===== config.mk =====
export PLATFORM = sky130hd
export DESIGN_NAME = scfa_norm
export DESIGN_NICKNAME = d
export VERILOG_FILES = /design/src/rtl/core/scfa_pkg.sv /design/src/rtl/core/scfa_norm.sv
export SDC_FILE = /design/constraint.sdc
export NUM_CORES = 1
export LEC_CHECK = 0
export BUFFER_PORTS_ARGS = -buffer_cell sky130_fd_sc_hd__buf_2
export CAP_MARGIN = 20
export CELL_PAD_IN_SITES_DETAIL_PLACEMENT = 0
export CELL_PAD_IN_SITES_GLOBAL_PLACEMENT = 1
export CORE_ASPECT_RATIO = 1.25
export CORE_MARGIN = 5
export CORE_UTILIZATION = 52
export DETAILED_ROUTE_END_ITERATION = 10
export GPL_ROUTABILITY_DRIVEN = 0
export PLACE_DENSITY = 0.87
export SLEW_MARGIN = 0
export SYNTH_ARGS = -nofsm -noshare
export SYNTH_HDL_FRONTEND = slang
export SYNTH_SLANG_ARGS = --single-unit

===== constraint.sdc =====
create_clock -name i_clk -period 12.5 [get_ports i_clk]
set_clock_uncertainty 0.2 [all_clocks]
set_input_delay 3.75 -clock i_clk [delete_from_list [all_inputs] [get_ports i_clk]]
set_output_delay 3.75 -clock i_clk [all_outputs]
set_load 0.01 [all_outputs]

===== src/rtl/core/scfa_pkg.sv =====
package scfa_pkg;

    localparam int POS_FRAC_BITS_DFLT = 14;

    // field and register widths
    localparam int POS_W     = 16;
    localparam int RAD_W     = 15;
    localparam int STIFF_W   = 16;
    localparam int SCALE_W   = 16;
    localparam int CFG_W     = 16;
    localparam int CFG_IDX_W = 2;
    localparam int FORCE_W   = 32;
    localparam int SUM_W     = 40;

    // internal widths
    localparam int MAG_W    = 16;                       // |cursor - node| per axis
    localparam int LEN_W    = 17;                       // floor(sqrt(sum of squares))
    localparam int SQ_W     = 2 * LEN_W;                // sum of squares
    localparam int PEN_W    = 16;                       // penetration depth
    localparam int PS_W     = PEN_W + STIFF_W;          // pen * stiffness
    localparam int PROD_W   = PS_W + MAG_W;             // pen * stiffness * |d|
    localparam int LANE_A_W = SUM_W;                    // lane multiplier operand A
    localparam int LANE_P_W = LANE_A_W + SCALE_W;       // lane multiplier product
    localparam int QUO_W    = FORCE_W - 1;              // unsigned force magnitude
    localparam int SCALE_FRAC = 8;

    localparam int FORCE_FRAC = 16;
    localparam int STIFF_FRAC = 4;

    localparam logic [RAD_W-1:0]   CURSOR_RADIUS_RST = 15'd1638;
    localparam logic [RAD_W-1:0]   NODE_RADIUS_RST   = 15'd819;
    localparam logic [STIFF_W-1:0] STIFFNESS_RST     = 16'd640;
    localparam logic [SCALE_W-1:0] FORCE_SCALE_RST   = 16'd256;

    localparam logic [FORCE_W-1:0] FORCE_MAX = {1'b0, {(FORCE_W-1){1'b1}}};
    localparam logic [FORCE_W-1:0] FORCE_MIN = {1'b1, {(FORCE_W-1){1'b0}}};
    localparam logic [SUM_W-1:0]   SUM_MAX   = {1'b0, {(SUM_W-1){1'b1}}};
    localparam logic [SUM_W-1:0]   SUM_MIN   = {1'b1, {(SUM_W-1){1'b0}}};

    typedef logic [MAG_W-1:0] t_mag;

    typedef enum logic [CFG_IDX_W-1:0] {
        CFG_CURSOR_RADIUS = 2'd0,
        CFG_NODE_RADIUS   = 2'd1,
        CFG_STIFFNESS     = 2'd2,
        CFG_FORCE_SCALE   = 2'd3
    } t_cfg_idx;

    typedef enum logic [3:0] {
        ST_IDLE,
        ST_NORM_GO,
        ST_NORM,
        ST_CHECK,
        ST_PMUL,
        ST_LMUL,
        ST_DIV,
        ST_ACC,
        ST_SCALE_GO,
        ST_SCALE,
        ST_OUT
    } t_state;

    typedef enum logic [1:0] {
        NRM_IDLE,
        NRM_SQUARE,
        NRM_ROOT
    } t_norm_state;

endpackage


===== src/rtl/core/scfa_norm.sv =====
module scfa_norm (
    input  logic                         i_clk,
    input  logic                         i_rst_n,
    input  logic                         i_go,
    input  scfa_pkg::t_mag [2:0]         i_mag,
    output logic                         o_done,
    output logic [scfa_pkg::LEN_W-1:0]   o_len
);

    import scfa_pkg::*;

    localparam int REM_W = LEN_W + 2;
    localparam int CNT_W = $clog2(LEN_W + 1);

    t_norm_state        r_state;
    t_norm_state        n_state;
    t_mag [2:0]         r_m;
    t_mag [2:0]         r_b;
    logic [SQ_W-1:0]    r_sq;
    logic [SQ_W-1:0]    n_sq;
    logic [REM_W-1:0]   r_rem;
    logic [LEN_W-1:0]   r_root;
    logic [CNT_W-1:0]   r_cnt;
    logic               r_done;
    logic               sq_step;
    logic               rt_step;
    logic               last_step;
    logic [REM_W+1:0]   t_rem;
    logic [REM_W+1:0]   t_trial;
    logic [REM_W+1:0]   t_diff;
    logic               t_ge;

    always_comb begin
        n_state = r_state;
        unique case (r_state)
            NRM_IDLE:   if (i_go) n_state = NRM_SQUARE;
            NRM_SQUARE: if (last_step) n_state = NRM_ROOT;
            NRM_ROOT:   if (last_step) n_state = NRM_IDLE;
            default:    n_state = NRM_IDLE;
        endcase
    end

    always_comb begin
        sq_step   = (r_state == NRM_SQUARE);
        rt_step   = (r_state == NRM_ROOT);
        last_step = (r_cnt == CNT_W'(1));
    end

    // three squares summed at once, one multiplier bit per axis each cycle
    always_comb begin
        n_sq = {r_sq[SQ_W-2:0], 1'b0}
             + (r_b[0][MAG_W-1] ? SQ_W'(r_m[0]) : '0)
             + (r_b[1][MAG_W-1] ? SQ_W'(r_m[1]) : '0)
             + (r_b[2][MAG_W-1] ? SQ_W'(r_m[2]) : '0);
    end

    // one root digit: bring down two bits, try (root << 2) | 1
    always_comb begin
        t_rem   = {r_rem, r_sq[SQ_W-1:SQ_W-2]};
        t_trial = (REM_W+2)'({r_root, 2'b01});
        t_ge    = (t_rem >= t_trial);
        t_diff  = t_rem - t_trial;
    end

    always_ff @(posedge i_clk) begin
        if (!i_rst_n) begin
            r_state <= NRM_IDLE;
            r_cnt   <= '0;
            r_done  <= 1'b0;
        end else begin
            r_state <= n_state;
            r_done  <= 1'b0;
            if (r_state == NRM_IDLE && i_go) begin
                r_cnt <= CNT_W'(MAG_W);
            end else if (sq_step) begin
                r_cnt <= last_step ? CNT_W'(LEN_W) : r_cnt - 1'b1;
            end else if (rt_step) begin
                r_cnt <= r_cnt - 1'b1;
                if (last_step) begin
                    r_done <= 1'b1;
                end
            end
        end
    end

    always_ff @(posedge i_clk) begin
        if (r_state == NRM_IDLE && i_go) begin
            r_m  <= i_mag;
            r_b  <= i_mag;
            r_sq <= '0;
        end else if (sq_step) begin
            r_sq <= n_sq;
            for (int i = 0; i < 3; i++) begin
                r_b[i] <= {r_b[i][MAG_W-2:0], 1'b0};
            end
            if (last_step) begin
                r_rem  <= '0;
                r_root <= '0;
            end
        end else if (rt_step) begin
            r_sq <= {r_sq[SQ_W-3:0], 2'b00};
            if (t_ge) begin
                r_rem  <= t_diff[REM_W-1:0];
                r_root <= {r_root[LEN_W-2:0], 1'b1};
            end else begin
                r_rem  <= t_rem[REM_W-1:0];
                r_root <= {r_root[LEN_W-2:0], 1'b0};
            end
        end
    end

    assign o_done = r_done;
    assign o_len  = r_root;

endmodule


==> metrics.md <==
| Metric | Value |
|---|---|
| Outcome | `completed` |
| Worst hold stages | `2` |
| GRT Util Overall | `just over 20%` |
| Drt drc | `0` |
| Mapped cell area | `9870 um2` |
| Top post-synthesis cells by count | `nand2_1, edfxtp_1, inv_1, nor2_1, a21oi_1` |
| CTS Hold Bufs | `0` |
| DP HPWL | `14900 um` |
| Leak pwr | `~4.5 nW` |
| First-pass GRT wire length | `about 36000 um` |
| Post-synth EDFFs | `around 130` |
| Initial drt markers | `between 400 and 500` |
| CP Launch Type | `input pin` |
| Primary FF master, synth | `edfxtp_1` |
| Post-Synthesis Cells | `1008` |
| Clk_lat worst skew | `roughly 0.43 ns` |
| YS warnings | `0` |
| Yosys top cell area share | `40.2%` |
| Fin cells | `between 1000 and 1500` |
| Worst hold slack | `0.302 ns` |
| Final ANT Viol Nets | `0` |
| Met1 usage | `25.8%` |
| Placed Area | `slightly above 10000 um2` |
| Final Max Slew Viols | `0` |
| Crit end category | `flip-flop` |
| Global Route met3 Usage | `under 10%` |
| Critical R2R Capture | `r_sq[26]` |
| Syn_area_per_cell | `9.79 um2` |
| Die Span X | `around 130 um` |
| Drt total wl | `21200 um` |
| Max clock buf depth | `2` |
| Syn_nets | `about 1100` |
| Die area | `21800 um2` |
| Synth Register Bits | `around 170` |
| Final Hold Viols | `0` |
| Via count | `just over 7000` |
| Initial Utilization | `52.7%` |
| Grt ovf | `0` |
| N_diodes | `0` |
| Power per cell area | `around 210 nW/um2` |
| GRT Max-Usage Layer | `met2` |
| Critical setup path kind | `input pin to flip-flop` |
| Core area | `~19000 um2` |
| Slew at the pin closest to its max-slew limit | `between 0.9 and 1 ns` |
| Required @ worst endpoint | `roughly 12 ns` |
| Grt met2 use | `36.0%` |
| Layout cells sized above 1 | `between 10% and 20%` |
| TritonCTS Buffers | `17` |
| Top cells by area, synth | `edfxtp_1, nand2_1, dfxtp_1` |
| CTS tree | `done` |
| Sequential area share after synthesis | `a little under 50%` |
| Final setup vio count | `0` |
| IO Count | `between 60 and 70` |
| Worst Hold Path EP | `r_cnt[1]` |
| Achievable Freq | `0.181 GHz` |
| Max-Cap Viols | `0` |
| Worst-path maximum fanout | `between 80 and 90` |
| DIE HEIGHT | `approximately 160 um` |
| R2R Setup Slk | `~7.4 ns` |
| Area growth syn-to-layout | `11.3%` |
| Nets | `roughly 1200` |
| RSZ-0062 raised after global routing | `no` |
| Launch point of the worst reg-to-reg path | `r_b[15]` |
| Hold path start | `r_cnt[1]` |
| Synth async-reset ratio | `0%` |
| CTS Root Cell | `clkbuf_16` |
| Dpl cells | `1275` |
| Max_slew headroom | `36.9%` |
| Most frequent cell after synthesis | `nand2_1` |
| Fillers | `about 1600` |
| Fin crit share | `between 40 and 50%` |
| Arr. time, crit path | `between 5 and 6 ns` |
| # resized after CTS | `0` |
| WL per Instance | `about 16 um` |
| Clk pin slew, worst setup/hold paths | `0.07 ns` |
| Clk sinks | `174` |
| Row cnt | `56` |
| Worst vdd ir | `106 uV` |
| IO Port Bufs | `slightly below 70` |
| Setup TNS Final | `0 ns` |
| Via density | `around 5.4` |
| Initial antenna violation count | `0` |
| Fin area | `roughly 11000 um2` |
| Unique masters post-synth | `56` |
| Cell taking the most area after synthesis | `edfxtp_1` |
| H-tree depth | `4` |
| R2R depth | `14` |
| Fin crit period | `between 5 and 6 ns` |
| Min-Delay Path Class | `flip-flop to flip-flop` |
| Largest net degree at the start of global routing | `87` |
| Post-CTS setup repair buffer count | `0` |
| First-pass detailed-route iteration total | `5` |
| Vias in the first global route | `about 7300` |
## how the worst max path moves through the flow
| stage | cells after the start | to | slack (ns) | start |
|---|---|---|---|---|
| global route | 6 | r_b[6] | 6.78 | i_go |
| detailed placement | 4 | r_b[3] | 6.19 | i_go |
| CTS | 4 | r_b[15] | 6.66 | i_go |
| finish | 4 | r_m[47] | 6.99 | i_go |
| global placement | 4 | r_b[1] | 6.27 | i_go |
| floorplan | 4 | o_len[0] | 5.75 | i_go |
## flip-flops by register name, summed over array words and instances, names as in the netlist
name	cells
r_sq	34
r_b	48
r_rem	19
o_len	17
o_done	1
r_m	48
r_state	2
r_cnt	5
## metrics by stage
step	util, %	power (W)	setup slack, ns
3_3_place_gp	55.3	0.00173	6.27
3_5_place_dp	55.3	0.00175	6.19
6_report	58.7	0.00227	6.99
4_1_cts	58.4	0.00229	6.66
5_1_grt	58.7	0.00245	6.78
2_1_floorplan	-	0.00155	5.75
## cells by family (layout without fill, tap and decap cells)
kind of cell	Yosys count	after routing	synth area share, %
xor+xnor	40	40	3.55
buf+inv	125	194	5.42
mux	21	21	2.13
fa+ha+maj	74	74	11.8
flops	174	174	48.7
simple gates	388	388	16.5
compound gates	186	186	11.9
## report_power, final
| part | leakage [nW] | switching, W | internal (W) | total [W] |
|---|---|---|---|---|
| logic | 2.61 | 0.000542 | 0.000367 | 0.000910 |
| registers | 1.62 | 0.0000660 | 0.000765 | 0.000831 |
| clock network | 0.284 | 0.000246 | 0.000283 | 0.000529 |
| total | 4.51 | 0.000854 | 0.00142 | 0.00227 |
## routing by layer
metal,share of wire (%),vias up
met2,51,147
met4,2.2,0
met5,0,-
li1,-,3573
met3,3.9,27
met1,43,3381
## cell type report
| type | count | area [um2] | share of cell area [%] |
|---|---|---|---|
| clock buffer | 18 | 429 | 3.91 |
| clock inverter | 14 | 151 | 1.38 |
| inverter | 86 | 325 | 2.96 |
| multi-input combinational | 709 | 4550 | 41.4 |
| sequential | 174 | 4800 | 43.8 |
| tap | 232 | 290 | 2.64 |
| timing repair buffer | 76 | 433 | 3.94 |
## cells in the final DEF, fill, tap and decap left out, types with 7 or more instances in the layout
cell type,instances
a31oi_1,7
nor2_1,76
nand2_1,237
clkbuf_16,17
nand3_1,14
ha_1,41
xor2_1,8
a21oi_1,53
dfxtp_1,42
and2_1,9
a21o_1,11
o21ai_0,40
o211ai_1,9
o22ai_1,14
buf_2,68
a211oi_1,22
edfxtp_1,132
o21a_1,8
nor3_1,11
mux2i_1,21
inv_1,83
xnor2_1,32
fa_1,32
and3_1,9
## worst max-delay path, stage by stage
cell and delay, ns:
buf_2 0.12, nand2_2 0.25, inv_4 0.39, buf_4 0.79
No activity file was read; power rests on OpenSTA's default activity.
