==> src/rtl/core/scfa_pkg.sv <==
package scfa_pkg;

    localparam int POS_FRAC_BITS_DFLT = 14;

    // field and register widths
    localparam int POS_W     = 16;
    localparam int RAD_W     = 15;
    localparam int STIFF_W   = 16;
    localparam int SCALE_W   = 16;
    localparam int CFG_W     = 16;
    localparam int CFG_IDX_W = 2;
    localparam int FORCE_W   = 32;
    localparam int SUM_W     = 40;

    // internal widths
    localparam int MAG_W    = 16;                       // |cursor - node| per axis
    localparam int LEN_W    = 17;                       // floor(sqrt(sum of squares))
    localparam int SQ_W     = 2 * LEN_W;                // sum of squares
    localparam int PEN_W    = 16;                       // penetration depth
    localparam int PS_W     = PEN_W + STIFF_W;          // pen * stiffness
    localparam int PROD_W   = PS_W + MAG_W;             // pen * stiffness * |d|
    localparam int LANE_A_W = SUM_W;                    // lane multiplier operand A
    localparam int LANE_P_W = LANE_A_W + SCALE_W;       // lane multiplier product
    localparam int QUO_W    = FORCE_W - 1;              // unsigned force magnitude
    localparam int SCALE_FRAC = 8;

    localparam int FORCE_FRAC = 16;
    localparam int STIFF_FRAC = 4;

    localparam logic [RAD_W-1:0]   CURSOR_RADIUS_RST = 15'd1638;
    localparam logic [RAD_W-1:0]   NODE_RADIUS_RST   = 15'd819;
    localparam logic [STIFF_W-1:0] STIFFNESS_RST     = 16'd640;
    localparam logic [SCALE_W-1:0] FORCE_SCALE_RST   = 16'd256;

    localparam logic [FORCE_W-1:0] FORCE_MAX = {1'b0, {(FORCE_W-1){1'b1}}};
    localparam logic [FORCE_W-1:0] FORCE_MIN = {1'b1, {(FORCE_W-1){1'b0}}};
    localparam logic [SUM_W-1:0]   SUM_MAX   = {1'b0, {(SUM_W-1){1'b1}}};
    localparam logic [SUM_W-1:0]   SUM_MIN   = {1'b1, {(SUM_W-1){1'b0}}};

    typedef logic [MAG_W-1:0] t_mag;

    typedef enum logic [CFG_IDX_W-1:0] {
        CFG_CURSOR_RADIUS = 2'd0,
        CFG_NODE_RADIUS   = 2'd1,
        CFG_STIFFNESS     = 2'd2,
        CFG_FORCE_SCALE   = 2'd3
    } t_cfg_idx;

    typedef enum logic [3:0] {
        ST_IDLE,
        ST_NORM_GO,
        ST_NORM,
        ST_CHECK,
        ST_PMUL,
        ST_LMUL,
        ST_DIV,
        ST_ACC,
        ST_SCALE_GO,
        ST_SCALE,
        ST_OUT
    } t_state;

    typedef enum logic [1:0] {
        NRM_IDLE,
        NRM_SQUARE,
        NRM_ROOT
    } t_norm_state;

endpackage

==> src/rtl/core/scfa_divider.sv <==
module scfa_divider #(
    parameter int NUM_W = 48,
    parameter int DEN_W = 18
) (
    input  logic                         i_clk,
    input  logic                         i_rst_n,
    input  logic                         i_go,
    input  logic [NUM_W-1:0]             i_num,
    input  logic [DEN_W-1:0]             i_den,
    output logic                         o_done,
    output logic                         o_sat,
    output logic [scfa_pkg::QUO_W-1:0]   o_quo
);

    import scfa_pkg::*;

    // rounded quotient (2*num + den) / (2*den), restoring, one bit a cycle
    localparam int N_W   = NUM_W + 2;
    localparam int D_W   = DEN_W + 1;
    localparam int HI_W  = N_W - QUO_W;
    localparam int C_W   = (HI_W > D_W) ? HI_W : D_W;
    localparam int CNT_W = $clog2(QUO_W + 1);

    logic [N_W-1:0]   n_full;
    logic [D_W-1:0]   d_full;
    logic [C_W-1:0]   hi_c;
    logic [C_W-1:0]   d_c;
    logic             sat;
    logic [D_W-1:0]   r_d;
    logic [D_W-1:0]   r_rem;
    logic [QUO_W-1:0] r_low;
    logic [QUO_W-1:0] r_q;
    logic             r_sat;
    logic [CNT_W-1:0] r_cnt;
    logic             r_done;
    logic [D_W:0]     t_rem;
    logic [D_W:0]     t_diff;
    logic             t_ge;

    always_comb begin
        n_full = {1'b0, i_num, 1'b0} + N_W'(i_den);
        d_full = {i_den, 1'b0};
        hi_c   = C_W'(n_full[N_W-1:QUO_W]);
        d_c    = C_W'(d_full);
        // quotient would need more than QUO_W bits
        sat    = (hi_c >= d_c);
    end

    always_comb begin
        t_rem  = {r_rem, r_low[QUO_W-1]};
        t_ge   = (t_rem >= {1'b0, r_d});
        t_diff = t_rem - {1'b0, r_d};
    end

    always_ff @(posedge i_clk) begin
        if (!i_rst_n) begin
            r_cnt  <= '0;
            r_done <= 1'b0;
        end else begin
            r_done <= 1'b0;
            if (i_go) begin
                r_cnt <= CNT_W'(QUO_W);
            end else if (r_cnt != '0) begin
                r_cnt <= r_cnt - 1'b1;
                if (r_cnt == CNT_W'(1)) begin
                    r_done <= 1'b1;
                end
            end
        end
    end

    always_ff @(posedge i_clk) begin
        if (i_go) begin
            r_d   <= d_full;
            r_rem <= hi_c[D_W-1:0];
            r_low <= n_full[QUO_W-1:0];
            r_sat <= sat;
            r_q   <= '0;
        end else if (r_cnt != '0) begin
            r_rem <= t_ge ? t_diff[D_W-1:0] : t_rem[D_W-1:0];
            r_q   <= {r_q[QUO_W-2:0], t_ge};
            r_low <= {r_low[QUO_W-2:0], 1'b0};
        end
    end

    assign o_done = r_done;
    assign o_sat  = r_sat;
    assign o_quo  = r_q;

endmodule

==> config.mk <==
export PLATFORM = sky130hd
export DESIGN_NAME = scfa_divider
export DESIGN_NICKNAME = d
export VERILOG_FILES = /design/src/rtl/core/scfa_pkg.sv /design/src/rtl/core/scfa_divider.sv
export SDC_FILE = /design/constraint.sdc
export NUM_CORES = 1
export LEC_CHECK = 0
export BUFFER_PORTS_ARGS = -buffer_cell sky130_fd_sc_hd__buf_2
export CORE_MARGIN = 5
export CORE_UTILIZATION = 50
export DETAILED_ROUTE_END_ITERATION = 6
export GPL_ROUTABILITY_DRIVEN = 0
export HOLD_SLACK_MARGIN = 0.15
export PLACE_DENSITY_LB_ADDON = 0.25
export SKIP_LAST_GASP = 1
export SYNTH_ARGS = -nofsm -noshare
export SYNTH_HDL_FRONTEND = slang
export SYNTH_SLANG_ARGS = --single-unit
==> constraint.sdc <==
create_clock -name i_clk -period 4.15 [get_ports i_clk]
set_clock_uncertainty 0.2 [all_clocks]
set_input_delay 0.415 -clock i_clk [delete_from_list [all_inputs] [get_ports i_clk]]
set_output_delay 0.415 -clock i_clk [all_outputs]
set_load 0.01 [all_outputs]
==> qor.txt <==
share of cells above drive strength 1: 23.6%
drt total wl: 19.0 mm
post-route cell area: 8910 µm²
Cell Rows: 44
Register Area: 2810 µm²
number of input and output port buffers inserted: 101
required time of the worst setup path: 4.07 ns
mean post-synth cell area: 9.34 µm²
critical path startpoint category: input pin
routed length per placed instance: 16.8 µm
power density over the cells: 438 nW/µm²
detailed placer's ending HPWL: 14.5 mm
Distinct cells, synth: 86
number of standard cells after synthesis: 802
Tcrit/Tclk final: 96.2%
Layout Area Growth over Synthesis: 18.9%
count of flip-flops with a built-in enable after synthesis: 69
met2 layer wire length in the routed design: 8.91 mm
number of top-level pins: 102
vias in the first global route: 6,186
crit-path max cell delay: 0.42 ns
Slew Limit Fails: 0
Vias/cell: 5.70
worst setup slack for register-to-register paths: 0.99 ns
detailed-router iteration count before antenna repair: 7
Final Hold Vio Count: 0
via count: 6,479
Syn Nets: 929
uppermost metal layer occupied by signal nets: met4
global routing usage summed across all routing layers: 21.1%
area of the die: 17,500 µm²
cell with the largest stage delay on the worst path: sky130_fd_sc_hd__fa_1
outcome: finished clean
die outline height: 132 µm
GRT Residual Overflow: 0
root buf cell: sky130_fd_sc_hd__clkbuf_16
Most used DFF post-synth: sky130_fd_sc_hd__edfxtp_1
Tightest Pin Transition: 0.715 ns
first-pass GRT wire length: 30.6 mm
antenna violations before repair: 1
critical path's top delay family: compound AO/OA/AOI/OAI gates
critical path, cell by cell: buf_2 > ha_1 > fa_1 > a211oi_2 > o211ai_1 > nand3b_1 > a21oi_4 > o2111ai_1 > xor2_1 > inv_1 > ha_1 > nor2b_1 > o21a_1 > o21a_1 > o211ai_1 > a21oi_1 > a211o_1 > a211o_1
Critical Path Sink Type: flop
source-to-sink clock delay at the later pin of the worst-skew pair: 0.36 ns
FF-to-FF End: r_rem[6]$_DFFE_PP_
number of buffers between clock root and the deepest sink: 2
Antenna Nets Post-Route: 0
achievable clock frequency: 250 MHz
post-synth design cell area: 7490 µm²
sequential area share after synthesis: 37.5%
arrival time at the worst endpoint: 3.91 ns
clock sink count: 106
Synthesis Warnings: 0
endpoints failing setup: 0
reg2reg path depth: 8
post-placement worst setup slack: -0.187 ns
area of the multi-input gates: 4330 µm²
maxcap violations: 0
setup slack after layout: 0.158 ns
number of H-tree branching levels: 3
clock buffers created by TritonCTS: 9
DRC violations left: 0
Critical Path Sink: o_sat$_DFFE_PP_
Filler cells: 1,225
starting density of the core: 51.3%
die boundary width: 132 µm
hold slack final: 0.168 ns
leakage power: 3.75 nW
number of stages on the worst setup path: 18
Worst Setup SP: i_num[0]
total placed instance area: 8460 µm²
total routed wire length on the met1 layer: 8.70 mm
overall power: 3.90 mW
reg2reg start: r_rem[9]$_DFFE_PP_
shortest period the worst path allows: 3.99 ns
share of flip-flops with an asynchronous set or reset: 0%
class of the tightest hold or removal check: input pin to flop
VDD IR max: 0.218 mV
Worst-path clk slew: 0.08 ns
placeable core region: 14,600 µm²
biggest fanout along the worst timing path: 2
setup repair after global routing missed its margin: false
count of nets after finishing: 1,073
maximum number of pins on one net before global-route repair: 68
count of state elements after synthesis: 106
TritonCTS clock tree: done
startpoint-to-endpoint class of the critical path: input pin to flop
max-slew headroom at the worst pin: 52.3%
amount of wire on met3 after detailed routing: 1.02 mm
number of design-rule violations left by the first detailed-router iteration: 473
number of buffer and inverter instances along the worst setup path: 2
-- cells in the mapped netlist (5+ instances only) --
cell / n / area [µm²]
sky130_fd_sc_hd__a211o_1: 5 / 43.8
sky130_fd_sc_hd__a211oi_1: 16 / 120
sky130_fd_sc_hd__a21boi_0: 6 / 45.0
sky130_fd_sc_hd__a21o_1: 11 / 82.6
sky130_fd_sc_hd__a21oi_1: 79 / 395
sky130_fd_sc_hd__a31oi_1: 15 / 93.8
sky130_fd_sc_hd__and2_1: 7 / 43.8
sky130_fd_sc_hd__and3_1: 12 / 75.1
sky130_fd_sc_hd__buf_2: 6 / 30.0
sky130_fd_sc_hd__clkbuf_1: 22 / 82.6
sky130_fd_sc_hd__dfxtp_1: 37 / 741
sky130_fd_sc_hd__edfxtp_1: 69 / 2070
sky130_fd_sc_hd__ha_1: 56 / 701
sky130_fd_sc_hd__inv_1: 52 / 195
sky130_fd_sc_hd__mux2_2: 17 / 191
sky130_fd_sc_hd__mux2i_1: 5 / 50.1
sky130_fd_sc_hd__nand2_1: 102 / 383
sky130_fd_sc_hd__nand2b_1: 5 / 31.3
sky130_fd_sc_hd__nand3_1: 18 / 90.1
sky130_fd_sc_hd__nand4_1: 15 / 93.8
sky130_fd_sc_hd__nor2_1: 41 / 154
sky130_fd_sc_hd__nor3_1: 8 / 40.0
sky130_fd_sc_hd__o211ai_1: 7 / 52.6
sky130_fd_sc_hd__o21a_1: 7 / 52.6
sky130_fd_sc_hd__o21ai_0: 18 / 90.1
sky130_fd_sc_hd__o21ai_1: 7 / 35.0
sky130_fd_sc_hd__o31ai_1: 12 / 90.1
sky130_fd_sc_hd__or3_1: 9 / 56.3
sky130_fd_sc_hd__or4_1: 8 / 60.1
sky130_fd_sc_hd__xnor2_1: 22 / 193
sky130_fd_sc_hd__xor2_1: 14 / 123
-- stage by stage --
step / setup TNS (ns) / utilization, % / std cells
5_1_grt: 0 / 61.1 / 1136
4_1_cts: 0 / 61.0 / 1135
6_report: 0 / 61.1 / 1136
2_1_floorplan: 0 / - / 802
3_5_place_dp: -0.187 / 58.0 / 1105
3_3_place_gp: -0.101 / 58.0 / 1105
-- worst reg2reg max path: cells and delay by family (launching register included) --
kind                       cells  cell delay, ns
DFF                            1            0.41
and+or+nand+nor                2            0.38
adders and majority gates      1            0.42
AOI/OAI and AO/OA              3            0.90
muxes                          2            0.60
-- how the worst min path moves through the flow --
stage               depth (start not counted)                     end  slack [ns]              startpoint
finish                                      2       r_d[13]$_DFFE_PP_        0.17               i_den[12]
global route                                2       r_d[13]$_DFFE_PP_        0.16               i_den[12]
CTS                                         2       r_d[13]$_DFFE_PP_        0.16               i_den[12]
detailed placement                          2  o_quo[30]$_SDFFE_PP0P_        0.24  o_quo[30]$_SDFFE_PP0P_
global placement                            2  o_quo[30]$_SDFFE_PP0P_        0.24  o_quo[30]$_SDFFE_PP0P_
floorplan                                   2  o_quo[30]$_SDFFE_PP0P_        0.28  o_quo[30]$_SDFFE_PP0P_
-- timing repair --
action,in CTS,in global routing
resized for setup,0,1
setup buffers,0,0
hold buffers,14,0
endpoints found under the setup margin,0,1
endpoints found under the hold margin,17,0
-- sequential cells by signal, indices dropped and copies added, names as in the netlist --
register / flops
o_quo: 31
r_low: 31
r_rem: 19
r_d: 18
r_cnt: 5
o_done: 1
o_sat: 1
-- per-layer routing --
| metal | track usage (%) | vias up |
|---|---|---|
| li1 | - | 3270 |
| met1 | 28.7 | 2998 |
| met2 | 33.9 | 178 |
| met3 | 3.66 | 33 |
| met4 | 7.41 | 0 |
| met5 | 0 | - |
-- cell type report --
class                   count  share of cell area [%]
diodes                      1                  0.0281
clock buffers               9                    2.53
clock inverters             7                   0.885
inverters                  52                    2.19
multi-input cells         611                    48.6
flip-flops and latches    106                    31.6
well taps                 184                    2.58
repair buffers            166                    11.6
-- cell usage in the layout, fill, tap and decap left out, types with 11 or more instances in the layout --
cell | netlist | layout
sky130_fd_sc_hd__a211oi_1 | 16 | 15
sky130_fd_sc_hd__a21o_1 | 11 | 11
sky130_fd_sc_hd__a21oi_1 | 79 | 79
sky130_fd_sc_hd__a31oi_1 | 15 | 15
sky130_fd_sc_hd__and3_1 | 12 | 12
sky130_fd_sc_hd__buf_2 | 6 | 100
sky130_fd_sc_hd__buf_4 | 0 | 52
sky130_fd_sc_hd__dfxtp_1 | 37 | 37
sky130_fd_sc_hd__dlygate4sd3_1 | 0 | 14
sky130_fd_sc_hd__edfxtp_1 | 69 | 69
sky130_fd_sc_hd__ha_1 | 56 | 56
sky130_fd_sc_hd__inv_1 | 52 | 52
sky130_fd_sc_hd__mux2_2 | 17 | 17
sky130_fd_sc_hd__nand2_1 | 102 | 101
sky130_fd_sc_hd__nand3_1 | 18 | 18
sky130_fd_sc_hd__nand4_1 | 15 | 15
sky130_fd_sc_hd__nor2_1 | 41 | 41
sky130_fd_sc_hd__o21ai_0 | 18 | 18
sky130_fd_sc_hd__o31ai_1 | 12 | 12
sky130_fd_sc_hd__xnor2_1 | 22 | 22
sky130_fd_sc_hd__xor2_1 | 14 | 14
-- power breakdown --
group	switching (mW)	leakage [nW]	total, mW	internal (mW)
Combinational	0.879	2.59	1.60	0.716
Sequential	0.0803	1.01	1.42	1.34
Clock	0.452	0.151	0.886	0.434
-- cells by family after synthesis --
family | count (synthesis) | synth area share, %
AND/OR/NAND/NOR | 263 | 18.0
AO/OA/AOI/OAI | 226 | 21.3
flip-flops | 106 | 37.5
buffers and inverters | 85 | 4.81
adder cells (fa/ha/maj) | 58 | 9.89
XOR/XNOR | 39 | 4.86
multiplexers | 25 | 3.67
Note: power is estimated with default switching activity, not from simulation.
