**config.mk**
```make
export PLATFORM = sky130hd
export DESIGN_NAME = scfa_serial_mul
export DESIGN_NICKNAME = d
export VERILOG_FILES = /design/src/rtl/core/scfa_serial_mul.sv
export SDC_FILE = /design/constraint.sdc
export NUM_CORES = 1
export LEC_CHECK = 0
export ABC_AREA = 1
export BUFFER_PORTS_ARGS = -buffer_cell sky130_fd_sc_hd__buf_2
export CAP_MARGIN = 0
export CORE_ASPECT_RATIO = 0.7
export CORE_UTILIZATION = 59
export DETAILED_ROUTE_END_ITERATION = 16
export GPL_TIMING_DRIVEN = 0
export PLACE_DENSITY = 0.91
export SYNTH_ARGS = -nofsm -noshare
export SYNTH_HDL_FRONTEND = slang
export SYNTH_SLANG_ARGS = --single-unit
```
**constraint.sdc**
```tcl
create_clock -name i_clk -period 3.2 [get_ports i_clk]
set_clock_uncertainty 0.1 [all_clocks]
set_input_delay 0.64 -clock i_clk [delete_from_list [all_inputs] [get_ports i_clk]]
set_output_delay 0.64 -clock i_clk [all_outputs]
set_load 0.01 [all_outputs]
```
**src/rtl/core/scfa_serial_mul.sv**
```systemverilog
module scfa_serial_mul #(
    parameter int A_W = 40,
    parameter int B_W = 16
) (
    input  logic               i_clk,
    input  logic               i_rst_n,
    input  logic               i_go,
    input  logic [A_W-1:0]     i_a,
    input  logic [B_W-1:0]     i_b,
    output logic               o_done,
    output logic [A_W+B_W-1:0] o_p
);

    localparam int P_W   = A_W + B_W;
    localparam int CNT_W = $clog2(B_W + 1);

    logic [A_W-1:0]   r_a;
    logic [B_W-1:0]   r_b;
    logic [P_W-1:0]   r_acc;
    logic [P_W-1:0]   n_acc;
    logic [CNT_W-1:0] r_cnt;
    logic             r_done;

    // shift-add, multiplier bits taken MSB first
    always_comb begin
        n_acc = {r_acc[P_W-2:0], 1'b0} + (r_b[B_W-1] ? {{B_W{1'b0}}, r_a} : '0);
    end

    always_ff @(posedge i_clk) begin
        if (!i_rst_n) begin
            r_cnt  <= '0;
            r_done <= 1'b0;
        end else begin
            r_done <= 1'b0;
            if (i_go) begin
                r_cnt <= CNT_W'(B_W);
            end else if (r_cnt != '0) begin
                r_cnt <= r_cnt - 1'b1;
                if (r_cnt == CNT_W'(1)) begin
                    r_done <= 1'b1;
                end
            end
        end
    end

    always_ff @(posedge i_clk) begin
        if (i_go) begin
            r_a   <= i_a;
            r_b   <= i_b;
            r_acc <= '0;
        end else if (r_cnt != '0) begin
            r_acc <= n_acc;
            r_b   <= {r_b[B_W-2:0], 1'b0};
        end
    end

    assign o_done = r_done;
    assign o_p    = r_acc;

endmodule

```
==> out/metrics.csv, run 1 <==
stage,metric,value,unit
outcome,status,"finished, final reports clean",
routing,post-DR vias/cell,5.35,
grt,GRT Total Usage,0.384,
placed_design,Routability Congestion,1.01,
yosys,synth warn,0,
worst_setup_path,Worst Setup End Kind,register,
worst_setup_path,WS Path Type,reg -> reg,
worst_setup_path,"delay-heaviest family, CP",simple AND/OR/NAND/NOR gates,
grt,first-pass GRT wire length,44500,um
sta,final worst setup slack,0.174,ns
worst_setup_path,CP max stage cell,fa_1,
pwr,total power,6760,uW
layout,antenna cells,0,
placed_design,DP Worst Slack,-0.273,ns
sta,Final Critical Period,3.03,ns
yosys,"Seq/Total Area, Yosys",0.331,
routing,Antenna Nets Post-Route,0,
worst_setup_path,Arrival @ worst endpoint,3.24,ns
pwr,VDD IR max,516,uV
layout,layout cell share with drive strength beyond 1,0.166,
grt,vias in the first global route,8177,
job,max-cap violations,0,
cts,CTS tree,built,
floorplan,Core ar.,14700,um^2
worst_setup_path,crit start category,register,
routing,wire length per cell,16.6,um
placed_design,hpwl dp,22400,um
sta,Final Cycle Share,0.946,
worst_setup_path,worst-path cell chain,buf_4 > nand2_1 > inv_1 > ha_1 > inv_1 > fa_1 > inv_1 > nand2_1 > nand3_1 > nand2_1 > nand3_2 > nand3_1 > nand2_1 > a21oi_1 > o21ai_0 > nand2_1,
layout,register area,2920,um^2
yosys,Synth Register Bits,118,
worst_setup_path,crit-path max FO,10,
layout,# fillers,1284,
cts,CTS Root Cell,clkbuf_16,
sta,Relative slew margins,0.463,
routing,detailed-route DRC error count,0,
yosys,Post-Synthesis Cells,1393,
cts,Sink Count,118,
routing,drt pass-1 iters,7,
yosys,XOR/XNOR share of the synthesized area,0.0109,
cts,Clock transition at path regs,0.08,ns
pwr,power per cell area,661,nW/um^2
grt,grt total ovfl,0,
yosys,main combinational cell family by area after synthesis,simple AND/OR/NAND/NOR gates,
sta,Fin. Hold Viols,0,
placed_design,Port Buffer Count,115,
floorplan,die width,148,um
yosys,synthesized area per cell,6.34,um^2
routing,WL final,28800,um
cts,clk buf depth,2,
sta,maximum operating frequency,330,MHz
floorplan,I/O Pins,116,
grt,largest net degree at the start of global routing,46,
yosys,mapped cell area,8830,um^2
worst_setup_path,worst reg-to-reg setup slack,0.17,ns
cts,total CTS buffers,17,
sta,final setup vio count,0,
cts,later-pin clock latency in the skew report,0.44,ns
worst_setup_path,cell mode on critical path,nand2_1,
yosys,compound-cell area share of the yosys netlist,0.0601,
yosys,Synth Area in Simple Gates,0.396,
worst_setup_path,"slowest stage delay, CP",0.50,ns
layout,"most common cell after layout, fill and taps aside",nand2_1,
floorplan,Row Count,37,
worst_setup_path,worst path bufs/invs,4,
floorplan,die area,15500,um^2
worst_hold_path,min-delay worst type,in -> reg,
yosys,adder-cell share of the synthesized area,0.0618,
sta,Slew Limit Fails,0,
layout,Multi-input gate area,4680,um^2
pwr,Leak Pwr,0.00576,uW
floorplan,initial core utilization,0.602,
cts,H-Tree Depth,4,
routing,via count,9278,
layout,P&R area growth vs syn,15.8,%
yosys,library cells used by synthesis,35,
routing,Starting DRT DRC Count,975,
sta,Fin Setup TNS,0,ns
yosys,post-synthesis net count,1495,
sta,Least-Margin Pin Slew,0.806,ns
floorplan,Die Y-Extent,104,um
layout,most frequent cells in the layout,"nand2_1 (536), inv_1 (291), buf_2 (119), nand3_1 (85), nor2_1 (65)",
worst_setup_path,worst endpoint required time,3.41,ns
grt,initial antenna violation count,0,
sta,Hold Slack,0.269,ns
layout,fin nets,1629,
yosys,mux cell area share after synthesis,0,
## routing by layer
layer | up-vias | GRT usage | wire length [um]
li1 | 4513 | - | -
met1 | 4181 | 0.565 | 13300
met2 | 521 | 0.537 | 11400
met3 | 63 | 0.118 | 3460
met4 | 0 | 0.104 | 635
met5 | - | 0 | 0
## worst register-to-register path, stage by stage (launching register included)
cell      delay (ns)
edfxtp_1        0.46
buf_4           0.26
nand2_1         0.07
inv_1           0.05
ha_1            0.23
inv_1           0.08
fa_1            0.50
inv_1           0.12
nand2_1         0.06
nand3_1         0.15
nand2_1         0.09
nand3_2         0.15
nand3_1         0.10
nand2_1         0.20
a21oi_1         0.10
o21ai_0         0.12
nand2_1         0.07
## cell type report
type / instances / share of cell area
Buffer: 21 / 0.00893
Clock buffer: 19 / 0.0423
Clock inverter: 13 / 0.0121
Inverter: 307 / 0.113
Multi-Input combinational cell: 947 / 0.458
Sequential cell: 118 / 0.286
Tap cell: 195 / 0.0239
Timing Repair Buffer: 115 / 0.0565
## logic make-up after synthesis
kind of cell / count (synthesis)
AO/OA/AOI/OAI: 94
buffers and inverters: 328
flip-flops: 118
adder cells (fa/ha/maj): 43
XOR/XNOR: 11
AND/OR/NAND/NOR: 799
## Yosys cell counts (all sizes together)
| master | count | area, um^2 |
|---|---|---|
| a21boi | 2 | 15.0 |
| a21oi | 39 | 195 |
| a32o | 10 | 100 |
| and2 | 1 | 6.26 |
| and3 | 1 | 6.26 |
| buf | 7 | 32.5 |
| clkbuf | 14 | 52.6 |
| dfxtp | 62 | 1240 |
| edfxtp | 56 | 1680 |
| fa | 1 | 20.0 |
| ha | 42 | 526 |
| inv | 307 | 1150 |
| nand2 | 556 | 2130 |
| nand3 | 95 | 521 |
| nand3b | 4 | 30.0 |
| nand4 | 10 | 62.6 |
| nor2 | 97 | 494 |
| nor3 | 16 | 130 |
| nor4 | 2 | 12.5 |
| o21a | 1 | 7.51 |
| o21ai | 41 | 205 |
| o21bai | 1 | 7.51 |
| or2 | 17 | 106 |
| xnor2 | 9 | 78.8 |
| xor2 | 2 | 17.5 |
## through the flow
stage,utilization,cells,cell area [um^2]
after floorplan,-,1393,8830
after global placement,0.658,1703,9650
final,0.697,1735,10200
after CTS,0.696,1735,10200
after global routing,0.697,1735,10200
after detailed placement,0.658,1703,9650
## timing repair
action | CTS | global route
setup buffers | 0 | 0
gates resized for setup | 1 | 12
endpoints found under the hold margin | 0 | 0
setup endpoints to repair | 6 | 17
hold buffers | 0 | 0
## flip-flops by register name, summed over array words and instances, names as in the netlist
signal	cells
r_b	16
o_p	56
o_done	1
r_cnt	5
r_a	40
## worst paths after layout
check / start / depth (start not counted) / endpoint
setup / recovery: r_b[15] / 16 / o_p[31]
setup reg to reg: r_b[15] / 16 / o_p[31]
hold / removal: i_a[38] / 1 / r_a[38]
hold reg to reg: o_p[15] / 2 / o_p[15]
## report_power, final
group	internal (uW)	switching [uW]	leakage (uW)	total, uW
combinational	902	1780	0.00442	2680
clock	1080	784	0.000265	1860
sequential	1920	299	0.00107	2220
total	3900	2860	0.00576	6760
(Power assumes the default switching activity.)
==> run 2, diff against run 1 <==
==> constraint.sdc (replaced) <==
create_clock -name i_clk -period 3.2 [get_ports i_clk]
set_clock_uncertainty 0.1 [all_clocks]
set_input_delay 0.32 -clock i_clk [delete_from_list [all_inputs] [get_ports i_clk]]
set_output_delay 0.32 -clock i_clk [all_outputs]
set_load 0.01 [all_outputs]
==> run 2 against run 1 <==
The flow now finishes with violations (negative setup slack). Die area unchanged. Clock power about the same. Non-clock buffer count up 41. Fmax down 6.2%. First-iteration DRC count up 37%. Wire length up 12%. Largest power group unchanged. Largest cell class unchanged. Utilization up 2.8 points. Setup slack worse by 0.20 ns.
==> out/metrics.csv, run 2 (same netlist as run 1, synthesis figures left out) <==
stage,metric,value,unit,change
grt,initial antenna violation count,0,,unchanged
placed_design,Routability Congestion,1.01,,unchanged
floorplan,Core ar.,14700,um^2,unchanged
sta,Relative slew margins,0.221,,-0.242
layout,final core utilization,0.725,,+0.0278
pwr,total power,6960,uW,+2.9%
outcome,status,finished with violations,,
sta,Least-Margin Pin Slew,1.17,ns,+0.363 ns
pwr,VDD IR max,562,uV,+9.0%
routing,drt pass-1 iters,6,,-1
sta,final worst setup slack,-0.0264,ns,-0.200 ns
grt,grt total ovfl,0,,unchanged
grt,first-pass GRT wire length,49100,um,+10%
worst_setup_path,crit-path max FO,10,,unchanged
pwr,Leak Pwr,0.00593,uW,+3.0%
sta,Slew Limit Fails,0,,unchanged
layout,P&R area growth vs syn,20.4,%,
sta,maximum operating frequency,310,MHz,-6.2%
routing,post-DR vias/cell,5.57,,+4.2%
grt,largest net degree at the start of global routing,46,,unchanged
layout,max FFs per register,56,,unchanged
outcome,failing checks,negative setup slack,,
worst_setup_path,WS Path Type,reg -> reg,,
floorplan,die area,15500,um^2,unchanged
cts,Clock transition at path regs,0.06,ns,-0.02 ns
job,max-cap violations,0,,unchanged
cts,Sink Count,118,,unchanged
worst_setup_path,Arrival @ worst endpoint,3.43,ns,+0.19 ns
pwr,power per cell area,654,nW/um^2,-1.0%
routing,via count,9900,,+6.7%
placed_design,Port Buffer Count,115,,unchanged
floorplan,Row Count,37,,unchanged
placed_design,DP Area,9650,um^2,unchanged
layout,most frequent cells in the layout,"nand2_1 (536), inv_1 (291), buf_2 (121), nand3_1 (85), nor2_1 (65)",,
worst_setup_path,Worst Setup End Kind,register,,
sta,Final Cycle Share,1.01,,+0.0625
cts,H-Tree Depth,4,,unchanged
floorplan,initial core utilization,0.602,,unchanged
routing,detailed-route DRC error count,0,,unchanged
sta,Fin. Hold Viols,0,,unchanged
worst_setup_path,worst endpoint required time,3.40,ns,about the same
layout,antenna cells,0,,unchanged
worst_hold_path,min-delay worst type,in -> reg,,
floorplan,I/O Pins,116,,unchanged
worst_setup_path,crit start category,register,,
grt,GRT Total Usage,0.426,,+0.0415
routing,Starting DRT DRC Count,1333,,+37%
sta,Hold Slack,0.0146,ns,-0.254 ns
floorplan,Die Y-Extent,104,um,unchanged
sta,Final Critical Period,3.23,ns,+0.200 ns
routing,WL final,32300,um,+12%
layout,fin nets,1670,,+2.5%
sta,Fin Setup TNS,-0.0264,ns,-0.0264 ns
layout,layout cell share with drive strength beyond 1,0.163,,-0.00305
routing,Antenna Nets Post-Route,0,,unchanged
cts,clk buf depth,2,,unchanged
cts,later-pin clock latency in the skew report,0.45,ns,about the same
placed_design,hpwl dp,22400,um,unchanged
cts,total CTS buffers,17,,unchanged
cts,CTS Root Cell,clkbuf_16,,
floorplan,die width,148,um,unchanged
sta,final setup vio count,1,,+1
cts,CTS tree,built,,
layout,"most common cell after layout, fill and taps aside",nand2_1,,
layout,cell area after layout,10600,um^2,+4.0%
grt,vias in the first global route,8895,,+8.8%
routing,wire length per cell,18.2,um,+9.8%
-- run 2: cell types whose count changed in the layout (fill, tap and decap cells not counted) --
cell	previous run	this run
clkbuf_2	2	1
dlygate4sd3_1	0	40
clkbuf_4	1	0
buf_4	1	2
fa_2	0	1
fa_1	1	0
buf_2	119	121
-- run 2: timing repair --
| action | in CTS | in global routing |
|---|---|---|
| hold buffers | 40 | 0 |
| resized for setup | 1 | 13 |
| setup buffers | 0 | 1 |
| endpoints found under the setup margin | 6 | 35 |
| hold endpoints to repair | 40 | 0 |
-- run 2: stage by stage --
step                cells  setup WS (ns)
floorplan            1393          0.867
global placement     1703        0.00471
detailed placement   1703         -0.107
CTS                  1775         0.0600
global route         1776        -0.0119
finish               1776        -0.0264
-- run 2: layer usage --
metal  wire (um)  global-route usage  up-vias  part of all wire
li1            -                   -     4600                 -
met1       13500               0.594     4432              0.42
met2       13000               0.616      742              0.40
met3        4560               0.121      126              0.14
met4        1310               0.167        0             0.040
met5           0                   0        -                 0
-- run 2: final timing paths --
| path | startpoint | end | slack, ns | cells after the start |
|---|---|---|---|---|
| worst min-delay path | i_rst_n | r_cnt[4] | 0.01 | 3 |
| worst max register to register | r_b[15] | o_p[21] | -0.03 | 15 |
| worst max-delay path | r_b[15] | o_p[21] | -0.03 | 15 |
| worst min register to register | o_p[29] | o_p[29] | 0.41 | 2 |
-- run 2: power breakdown --
| group | internal, uW | leakage [uW] | switching, uW | total (uW) |
|---|---|---|---|---|
| Sequential | 1920 | 0.00107 | 321 | 2240 |
| Combinational | 943 | 0.00459 | 1880 | 2820 |
| Clock | 1080 | 0.000265 | 815 | 1890 |
| Total | 3940 | 0.00593 | 3010 | 6960 |
-- run 2: critical path: stages, from the launching register on --
cell,delay [ns]
edfxtp_1,0.50
clkbuf_1,0.43
nand2_1,0.17
inv_1,0.10
ha_1,0.32
nand2_1,0.14
nand2_1,0.13
inv_1,0.09
nand2_1,0.09
inv_1,0.06
nand2_1,0.09
inv_1,0.08
nand3_2,0.23
or2_2,0.37
nand3_1,0.08
nand2_1,0.11
-- run 2: layout make-up --
class                           instances  area [um^2]
Buffer                                 21         91.3
Clock buffer                           19          433
Clock inverter                         13          124
Fill cell                            1200         4040
Inverter                              307         1150
Multi-Input combinational cell        947         4690
Sequential cell                       118         2920
Tap cell                              195          244
Timing Repair Buffer                  156          983
